## src/rtl/core/bfba_pkg.sv

```systemverilog
package bfba_pkg;
   localparam int unsigned ArenaBytes  = 65536;
   localparam int unsigned MaxBlocks   = 64;
   localparam int unsigned HeaderBytes = 24;
   // power of two: rounding is done with a mask
   localparam int unsigned AlignBytes  = 8;

   typedef enum logic [2:0] {
      ST_OK       = 3'd0,
      ST_ZERO     = 3'd1,
      ST_NOSPACE  = 3'd2,
      ST_NOTFOUND = 3'd3,
      ST_ALREADY  = 3'd4
   } status_type;

   typedef enum logic [0:0] {
      OP_ALLOC = 1'b0,
      OP_FREE  = 1'b1
   } op_type;
endpackage

```

## src/rtl/core/bfba_if.sv

```systemverilog
interface bfba_req_if;
   logic        valid;
   logic        ready;
   logic        operation;
   logic [15:0] request_bytes;
   logic [15:0] release_address;
   modport source (output valid, operation, request_bytes, release_address, input ready);
   modport sink   (input valid, operation, request_bytes, release_address, output ready);
endinterface

interface bfba_rsp_if;
   logic        valid;
   logic        ready;
   logic [15:0] payload_address;
   logic [2:0]  status;
   modport source (output valid, payload_address, status, input ready);
   modport sink   (input valid, payload_address, status, output ready);
endinterface

```

## src/rtl/core/best_fit_block_allocator_core.sv

```systemverilog
// Channel   Dir  Payload                                 Handshake
// req       in   operation, request_bytes, release_addr  valid/ready
// rsp       out  payload_address, status                 valid/ready
//
// One item at a time; ready only while the sequencer is idle.
// Allocate: one read pass over the table, then on a split a shift pass that
// moves the later entries up; an append is a single write.
// Free: a search pass, then a coalesce pass over the table that moves the
// later entries down on each merge; the single table read port paces each pass.
// Reset (synchronous) clears count, heap top, the sequencer and rsp valid only.
// The result sits in an output register; a stalled rsp holds the block idle.
module best_fit_block_allocator_core
   import bfba_pkg::*;
#(
   parameter int unsigned ARENA_BYTES  = ArenaBytes,
   parameter int unsigned MAX_BLOCKS   = MaxBlocks,
   parameter int unsigned HEADER_BYTES = HeaderBytes
) (
   input logic   clock,
   input logic   reset,
   bfba_req_if.sink   req,
   bfba_rsp_if.source rsp
);
   localparam int unsigned AW = (MAX_BLOCKS > 1) ? $clog2(MAX_BLOCKS) : 1;
   localparam int unsigned CW = $clog2(MAX_BLOCKS + 1);
   localparam logic [17:0] HDR = 18'(HEADER_BYTES);
   localparam logic [17:0] ALM = 18'(AlignBytes - 1);

   typedef enum logic [11:0] {
      S_IDLE  = 12'b000000000001,
      S_SRD   = 12'b000000000010, // issue read
      S_SCHK  = 12'b000000000100, // check read data
      S_PICK  = 12'b000000001000, // read best
      S_PUSE  = 12'b000000010000,
      S_SHRD  = 12'b000000100000, // insert shift: read k-1
      S_SHWR  = 12'b000001000000,
      S_INS   = 12'b000010000000,
      S_CRD   = 12'b000100000000, // coalesce read i+1
      S_CCHK  = 12'b001000000000,
      S_RMWR  = 12'b010000000000, // remove shift
      S_DONE  = 12'b100000000000
   } state_type;

   state_type   state_ff, state_in;
   logic [CW-1:0] count_ff, count_in, idx_ff, idx_in, best_ff, best_in, k_ff, k_in;
   logic [16:0] top_ff, top_in;
   logic        op_ff, op_in;
   logic [16:0] size_ff, size_in;     // rounded size, 65536 possible
   logic [15:0] rel_ff, rel_in, bsize_ff, bsize_in;
   logic        found_ff, found_in;
   logic [32:0] cur_ff, cur_in;       // coalesce entry i
   logic [32:0] ins_ff, ins_in;       // entry to insert
   logic [15:0] addr_ff, addr_in;
   status_type  st_ff, st_in;
   logic        rv_ff, rv_in;

   logic          wr_en;
   logic [AW-1:0] wr_addr, rd_addr;
   logic [32:0]   wr_data, rd_data;

   bfba_table #(.DEPTH(MAX_BLOCKS), .AW(AW)) u_table (
      .clock, .wr_en, .wr_addr, .wr_data, .rd_addr, .rd_data
   );

   // table word: {free, size[15:0], start[15:0]}
   logic        e_free;
   logic [15:0] e_size, e_start;
   logic [17:0] rnd, sum;
   assign e_free  = rd_data[32];
   assign e_size  = rd_data[31:16];
   assign e_start = rd_data[15:0];
   assign rnd     = (18'(req.request_bytes) + ALM) & ~ALM;

   assign req.ready           = (state_ff == S_IDLE) && !rv_ff;
   assign rsp.valid           = rv_ff;
   assign rsp.payload_address = addr_ff;
   assign rsp.status          = st_ff;

   always_comb begin
      state_in = state_ff; count_in = count_ff; idx_in = idx_ff; best_in = best_ff;
      k_in = k_ff; top_in = top_ff; op_in = op_ff; size_in = size_ff; rel_in = rel_ff;
      bsize_in = bsize_ff; found_in = found_ff; cur_in = cur_ff; ins_in = ins_ff;
      addr_in = addr_ff; st_in = st_ff; rv_in = rv_ff;
      wr_en = 1'b0; wr_addr = '0; wr_data = '0; rd_addr = AW'(idx_ff); sum = '0;
      if (rv_ff && rsp.ready) rv_in = 1'b0;
      case (state_ff)
         S_IDLE: begin
            if (req.valid && req.ready) begin
               op_in = req.operation; rel_in = req.release_address;
               size_in = rnd[16:0]; idx_in = '0; found_in = 1'b0;
               addr_in = '0; st_in = ST_OK;
               if (req.operation == OP_ALLOC && req.request_bytes == 16'd0) begin
                  st_in = ST_ZERO; state_in = S_DONE;
               end else if (req.operation == OP_FREE && req.release_address == 16'd0) begin
                  state_in = S_DONE;
               end else begin
                  state_in = S_SRD;
               end
            end
         end
         S_SRD: begin
            if (idx_ff == count_ff) begin
               if (op_ff == OP_FREE) begin
                  st_in = ST_NOTFOUND; state_in = S_DONE;
               end else if (found_ff) begin
                  idx_in = best_ff; state_in = S_PICK;
               end else begin
                  sum = 18'(top_ff) + HDR + 18'(size_ff);
                  if (count_ff >= CW'(MAX_BLOCKS) || sum > 18'(ARENA_BYTES)) begin
                     st_in = ST_NOSPACE; state_in = S_DONE;
                  end else begin
                     wr_en = 1'b1; wr_addr = AW'(count_ff);
                     wr_data = {1'b0, size_ff[15:0], top_ff[15:0]};
                     addr_in = 16'(18'(top_ff) + HDR);
                     top_in = sum[16:0]; count_in = count_ff + 1'b1;
                     state_in = S_DONE;
                  end
               end
            end else begin
               state_in = S_SCHK;
            end
         end
         S_SCHK: begin
            state_in = S_SRD; idx_in = idx_ff + 1'b1;
            if (op_ff == OP_FREE) begin
               if (16'(18'(e_start) + HDR) == rel_ff) begin
                  if (e_free) begin
                     st_in = ST_ALREADY; state_in = S_DONE;
                  end else begin
                     wr_en = 1'b1; wr_addr = AW'(idx_ff);
                     wr_data = {1'b1, e_size, e_start};
                     idx_in = '0; state_in = S_CRD;
                  end
               end
            end else if (e_free) begin
               if ({1'b0, e_size} == size_ff) begin
                  wr_en = 1'b1; wr_addr = AW'(idx_ff);
                  wr_data = {1'b0, e_size, e_start};
                  addr_in = 16'(18'(e_start) + HDR); state_in = S_DONE;
               end else if ({1'b0, e_size} > size_ff && (!found_ff || e_size < bsize_ff)) begin
                  found_in = 1'b1; best_in = idx_ff; bsize_in = e_size;
               end
            end
         end
         S_PICK: state_in = S_PUSE;
         S_PUSE: begin
            addr_in = 16'(18'(e_start) + HDR);
            wr_en = 1'b1; wr_addr = AW'(best_ff);
            sum = 18'(bsize_ff) - 18'(size_ff);
            if (sum > HDR && count_ff < CW'(MAX_BLOCKS)) begin
               wr_data = {1'b0, size_ff[15:0], e_start};
               ins_in = {1'b1, 16'(sum - HDR),
                         16'(18'(e_start) + HDR + 18'(size_ff))};
               k_in = count_ff; state_in = S_SHRD;
            end else begin
               wr_data = {1'b0, e_size, e_start}; state_in = S_DONE;
            end
         end
         S_SHRD: begin
            if (k_ff == best_ff + 1'b1) begin
               state_in = S_INS;
            end else begin
               rd_addr = AW'(k_ff - 1'b1); state_in = S_SHWR;
            end
         end
         S_SHWR: begin
            wr_en = 1'b1; wr_addr = AW'(k_ff); wr_data = rd_data;
            k_in = k_ff - 1'b1; state_in = S_SHRD;
         end
         S_INS: begin
            wr_en = 1'b1; wr_addr = AW'(k_ff); wr_data = ins_ff;
            count_in = count_ff + 1'b1; state_in = S_DONE;
         end
         S_CRD: begin
            // cur holds entry idx once idx>0; first read loads entry 0
            if (idx_ff + 1'b1 >= count_ff) begin
               state_in = S_DONE;
            end else begin
               rd_addr = AW'(idx_ff + 1'b1); state_in = S_CCHK;
               if (idx_ff == '0 && !found_ff) begin
                  rd_addr = '0;
               end
            end
         end
         S_CCHK: begin
            if (idx_ff == '0 && !found_ff) begin
               cur_in = rd_data; found_in = 1'b1; state_in = S_CRD;
            end else if (cur_ff[32] && e_free) begin
               cur_in = {1'b1, 16'(18'(cur_ff[31:16]) + HDR + 18'(e_size)), cur_ff[15:0]};
               wr_en = 1'b1; wr_addr = AW'(idx_ff);
               wr_data = {1'b1, 16'(18'(cur_ff[31:16]) + HDR + 18'(e_size)), cur_ff[15:0]};
               k_in = idx_ff + 1'b1; state_in = S_RMWR;
               rd_addr = AW'(idx_ff + 2'd2);
            end else begin
               cur_in = rd_data; idx_in = idx_ff + 1'b1; state_in = S_CRD;
            end
         end
         S_RMWR: begin
            // rd_data holds entry k+1
            if (k_ff + 1'b1 >= count_ff) begin
               count_in = count_ff - 1'b1; state_in = S_CRD;
            end else begin
               wr_en = 1'b1; wr_addr = AW'(k_ff); wr_data = rd_data;
               k_in = k_ff + 1'b1; rd_addr = AW'(k_ff + 2'd2);
            end
         end
         S_DONE: begin
            rv_in = 1'b1; state_in = S_IDLE;
         end
         default: state_in = S_IDLE;
      endcase
   end

   always_ff @(posedge clock) begin
      if (reset) begin
         state_ff <= S_IDLE; count_ff <= '0; top_ff <= '0; rv_ff <= 1'b0;
      end else begin
         state_ff <= state_in; count_ff <= count_in; top_ff <= top_in; rv_ff <= rv_in;
      end
      idx_ff <= idx_in; best_ff <= best_in; k_ff <= k_in; op_ff <= op_in;
      size_ff <= size_in; rel_ff <= rel_in; bsize_ff <= bsize_in; found_ff <= found_in;
      cur_ff <= cur_in; ins_ff <= ins_in; addr_ff <= addr_in; st_ff <= st_in;
   end
endmodule

```

## src/rtl/core/bfba_table.sv

```systemverilog
// Block table: one write port, one registered read port.
module bfba_table #(
   parameter int unsigned DEPTH = 64,
   parameter int unsigned AW    = 6
) (
   input  logic          clock,
   input  logic          wr_en,
   input  logic [AW-1:0] wr_addr,
   input  logic [32:0]   wr_data,
   input  logic [AW-1:0] rd_addr,
   output logic [32:0]   rd_data
);
   logic [32:0] mem [DEPTH];

   always_ff @(posedge clock) begin
      if (wr_en) begin
         mem[wr_addr] <= wr_data;
      end
      rd_data <= mem[rd_addr];
   end
endmodule
```

## src/flat_wrapper.sv

```systemverilog
// flat-port wrapper written by rule: the top's interface ports become plain ports
module best_fit_block_allocator_core_flat import bfba_pkg::*;
#(
   parameter int unsigned ARENA_BYTES  = ArenaBytes,
   parameter int unsigned MAX_BLOCKS   = MaxBlocks,
   parameter int unsigned HEADER_BYTES = HeaderBytes
)
  (clock, reset, req_valid, req_operation, req_request_bytes, req_release_address, req_ready, rsp_valid, rsp_payload_address, rsp_status, rsp_ready);
  bfba_req_if req_i ();
  bfba_rsp_if rsp_i ();
  input logic clock;
  input logic reset;
  input wire logic [$bits(req_i.valid)-1:0] req_valid;
  input wire logic [$bits(req_i.operation)-1:0] req_operation;
  input wire logic [$bits(req_i.request_bytes)-1:0] req_request_bytes;
  input wire logic [$bits(req_i.release_address)-1:0] req_release_address;
  output wire logic [$bits(req_i.ready)-1:0] req_ready;
  output wire logic [$bits(rsp_i.valid)-1:0] rsp_valid;
  output wire logic [$bits(rsp_i.payload_address)-1:0] rsp_payload_address;
  output wire logic [$bits(rsp_i.status)-1:0] rsp_status;
  input wire logic [$bits(rsp_i.ready)-1:0] rsp_ready;
  assign req_i.valid = req_valid;
  assign req_i.operation = req_operation;
  assign req_i.request_bytes = req_request_bytes;
  assign req_i.release_address = req_release_address;
  assign req_ready = req_i.ready;
  assign rsp_valid = rsp_i.valid;
  assign rsp_payload_address = rsp_i.payload_address;
  assign rsp_status = rsp_i.status;
  assign rsp_i.ready = rsp_ready;
  best_fit_block_allocator_core #(.ARENA_BYTES(ARENA_BYTES), .MAX_BLOCKS(MAX_BLOCKS), .HEADER_BYTES(HEADER_BYTES)) u_core (.clock(clock), .reset(reset), .req(req_i), .rsp(rsp_i));
endmodule
```

## config.mk

```make
export PLATFORM = sky130hd
export DESIGN_NAME = best_fit_block_allocator_core_flat
export DESIGN_NICKNAME = d
export VERILOG_FILES = /design/src/rtl/core/bfba_pkg.sv /design/src/rtl/core/bfba_if.sv /design/src/rtl/core/best_fit_block_allocator_core.sv /design/src/rtl/core/bfba_table.sv /design/src/flat_wrapper.sv
export SDC_FILE = /design/constraint.sdc
export NUM_CORES = 2
export LEC_CHECK = 0
export BUFFER_PORTS_ARGS = -buffer_cell sky130_fd_sc_hd__buf_2
export CORE_MARGIN = 2
export CORE_UTILIZATION = 46
export CTS_CLUSTER_SIZE = 40
export DETAILED_ROUTE_END_ITERATION = 6
export PLACE_DENSITY = 0.6
export SYNTH_ARGS = -nofsm -noshare
export SYNTH_HDL_FRONTEND = slang
export SYNTH_SLANG_ARGS = --single-unit
```

## constraint.sdc

```tcl
create_clock -name clock -period 15.4 [get_ports clock]
set_input_delay 1.54 -clock clock [delete_from_list [all_inputs] [get_ports clock]]
set_output_delay 1.54 -clock clock [all_outputs]
set_load 0.02 [all_outputs]
```

==> metrics.txt <==
status=finished, violations left; failing checks=DRC; Die Ht=459.3 um; overall via count from detail_route=55,480; Worst-Margin Slew=1.361 ns; r2r setup slk=7.89 ns; number of synthesized flops with an enable pin=2,265; die width=459.3 um; CP Capture Type=register; setup bufs post-CTS=0; clock skew=0.07031 ns; 1st-iter DRT viols=7,103; Yosys top cell area share=0.7133; Max transition margin=0.09278; post-synthesis sequential area ratio=0.7273; DP HPWL=159,700 um; initial core utilization=0.4614; Final ANT Viol Nets=0; num rows=167; hold path depth=0; clock root cell=clkbuf_16; hold_ws=0.4846 ns; Area after DPL=99,960 um2; area leader, netlist=edfxtp_1; Tcrit/Tclk final=0.4879; Final Hold Viols=0; Top Ports=58; R2R Path End=u_core.u_table.rd_data[2]$_DFF_P_; Via density=6.287; GR Util All Layers=0.2679; final instance area=107,300 um2; syn_area_per_cell=16.45 um2; setup TNS=0 ns; CTS tree=yes; area delta synth->final=12.48%; Synth Register Bits=2,332; Period minus WS final=7.513 ns; f_max=0.1331 GHz; DR WL/cell=32.31 um; Async S/R FF share, synth=0; Main synth FF type=edfxtp_1; post-route DRC violation count=2; Inserted Clock Buffers=230; CORE AREA=206,700 um2; largest net degree at the start of global routing=179; I/O Buffers=57; worst skew pair latency=0.91 ns; Lkg Pwr=33.44 nW; clock-pin slew on the worst setup and hold paths=0.06 ns; Syn. warnings=0; CTS Sinks=2,332; Hold Path Origin=u_core.bsize_ff[0]$_DFFE_PP_; Endpoint, Worst Hold=u_core.ins_ff[16]$_DFFE_PP_; most common cell after layout, fill and taps aside=edfxtp_1; Critical Path Start=u_core.idx_ff[2]$_DFFE_PP_; most frequent cells in the layout=edfxtp_1 (2,265), nand3_1 (486), nand2_1 (395), mux4_2 (316), a31oi_1 (274); worst reg-to-reg path cell count=17; CTS resizes=0; total nets after synthesis=5,965; Power, Total=15.12 mW; post-synth cell types=85; power per cell area=141.0 nW/um2; Worst EP required=16.11 ns; VDD IR max=106.7 uV; routability cong.=0.8808; Area contributors post-synth=edfxtp_1 (71%), mux4_2 (7.5%), nand3_1 (2.6%), a31oi_1 (1.8%), ha_1 (1.7%); routed wire length=285,100 um; Max Slew Vio Count=0; clk buf depth=3; Max FO, Critical Path=137; grt ovf=0; first-pass GRT wire length=401,800 um; Post-Synthesis Cells=5,795; max cap viols=0; Startpoint Class=register; Setup-failing EPs final=0; RSZ-0062 raised after global routing=no; Finished Core Util=0.5190; share of cells above drive strength 1=0.1740; CTS Hold Bufs=0; worst min path class=reg -> reg; synthesized area=95,360 um2; H-tree levels=4; data arrival time of the critical path=8.22 ns; DR pass1 iterations=7; initial antenna violation count=26; worst r2r src=u_core.idx_ff[2]$_DFFE_PP_; die area=211,000 um2; Final nets=6,095; vias in the first global route=53,570; Setup CP Type=reg -> reg
## layer usage
metal | vias to the layer above | track usage | wire [um]
li1 | 23520 | - | -
met1 | 28890 | 0.3732 | 115400
met5 | - | 0 | 92
met3 | 416 | 0.04352 | 23440
met2 | 2639 | 0.4215 | 133800
met4 | 14 | 0.1107 | 12370
## layout make-up
cell class / instances / area (um2)
fillers: 16530 / 99400
repair buffers: 258 / 1942
diodes: 4 / 10.01
flip-flops and latches: 2332 / 69360
clock inverters: 123 / 1107
clock buffers: 300 / 6178
well taps: 2704 / 3383
inverters: 99 / 371.6
multi-input cells: 3004 / 24910
## through the flow
| step | cells | setup WS (ns) |
|---|---|---|
| final | 8824 | 7.887 |
| after floorplan | 5795 | 8.904 |
| after global routing | 8821 | 7.450 |
| after global placement | 8382 | 7.331 |
| after detailed placement | 8397 | 7.920 |
| after CTS | 8820 | 7.921 |
## cells in the mapped netlist, types with 12 or more instances
cell and instances:
edfxtp_1 2265, nand3_1 493, nand2_1 405, mux4_2 316, a31oi_1 274, nor2_1 195
clkbuf_1 166, a22oi_1 148, and3_1 146, a21oi_1 133, buf_2 132, ha_1 128
inv_1 98, xnor2_1 96, o21ai_0 82, dfxtp_1 67, o211ai_1 64, xor2_1 53
buf_1 42, mux2i_1 33, a221oi_1 30, nor3_1 29, o41ai_1 28, a32o_1 27
a21o_1 23, a22o_1 19, a221o_1 18, and2_1 18, nor4_1 18, nand2b_1 17
nand4_1 17, nor2b_1 15, o21a_1 15, a211oi_1 12, buf_4 12
## cell families after synthesis
logic type,share of synthesized area
mux,0.07810
simple gates,0.07278
flops,0.7273
xor+xnor,0.01537
buf+inv,0.02084
fa+ha+maj,0.01785
compound gates,0.06772
## report_power, final
group	leakage [nW]	internal, mW	switching (mW)
Combinational	10.2	0.831	1.68
Clock	3.56	3.04	2.42
Sequential	19.7	6.98	0.168
Total	33.4	10.8	4.28
## flip-flops by register name, indices dropped and copies added, names as in the netlist, 12 cells and up
register	count
u_core.bsize_ff	16
u_core.cur_ff	33
u_core.ins_ff	32
u_core.rel_ff	16
u_core.rsp.payload_address	16
u_core.size_ff	14
u_core.state_ff	12
u_core.top_ff	14
u_core.u_table.mem	2112
u_core.u_table.rd_data	33
## worst max path at each step
| stage | to | slack, ns | cells past startpoint |
|---|---|---|---|
| 2_1_floorplan | u_core.u_table.mem[0][3]$_DFFE_PP_ | 8.90 | 16 |
| 3_3_place_gp | u_core.u_table.rd_data[4]$_DFF_P_ | 7.33 | 17 |
| 3_5_place_dp | u_core.u_table.rd_data[2]$_DFF_P_ | 7.92 | 17 |
| 4_1_cts | u_core.u_table.rd_data[2]$_DFF_P_ | 7.92 | 17 |
| 5_1_grt | u_core.u_table.rd_data[13]$_DFF_P_ | 7.45 | 19 |
| 6_report | u_core.u_table.rd_data[2]$_DFF_P_ | 7.89 | 17 |
## worst max-delay path, cell delays in order, from the launching register on
cell	delay, ns
edfxtp_1	0.63
ha_1	0.33
nand4_1	0.15
xnor2_1	0.42
ha_1	0.33
a21oi_1	0.18
nor3b_1	0.24
o21ai_0	0.17
nand2_1	0.14
and3_1	0.36
a221o_1	0.29
a2111o_2	0.23
buf_12	0.59
buf_4	0.73
buf_4	0.69
mux4_2	0.41
a221oi_1	1.13
o211ai_1	0.19
(Power assumes the default switching activity.)
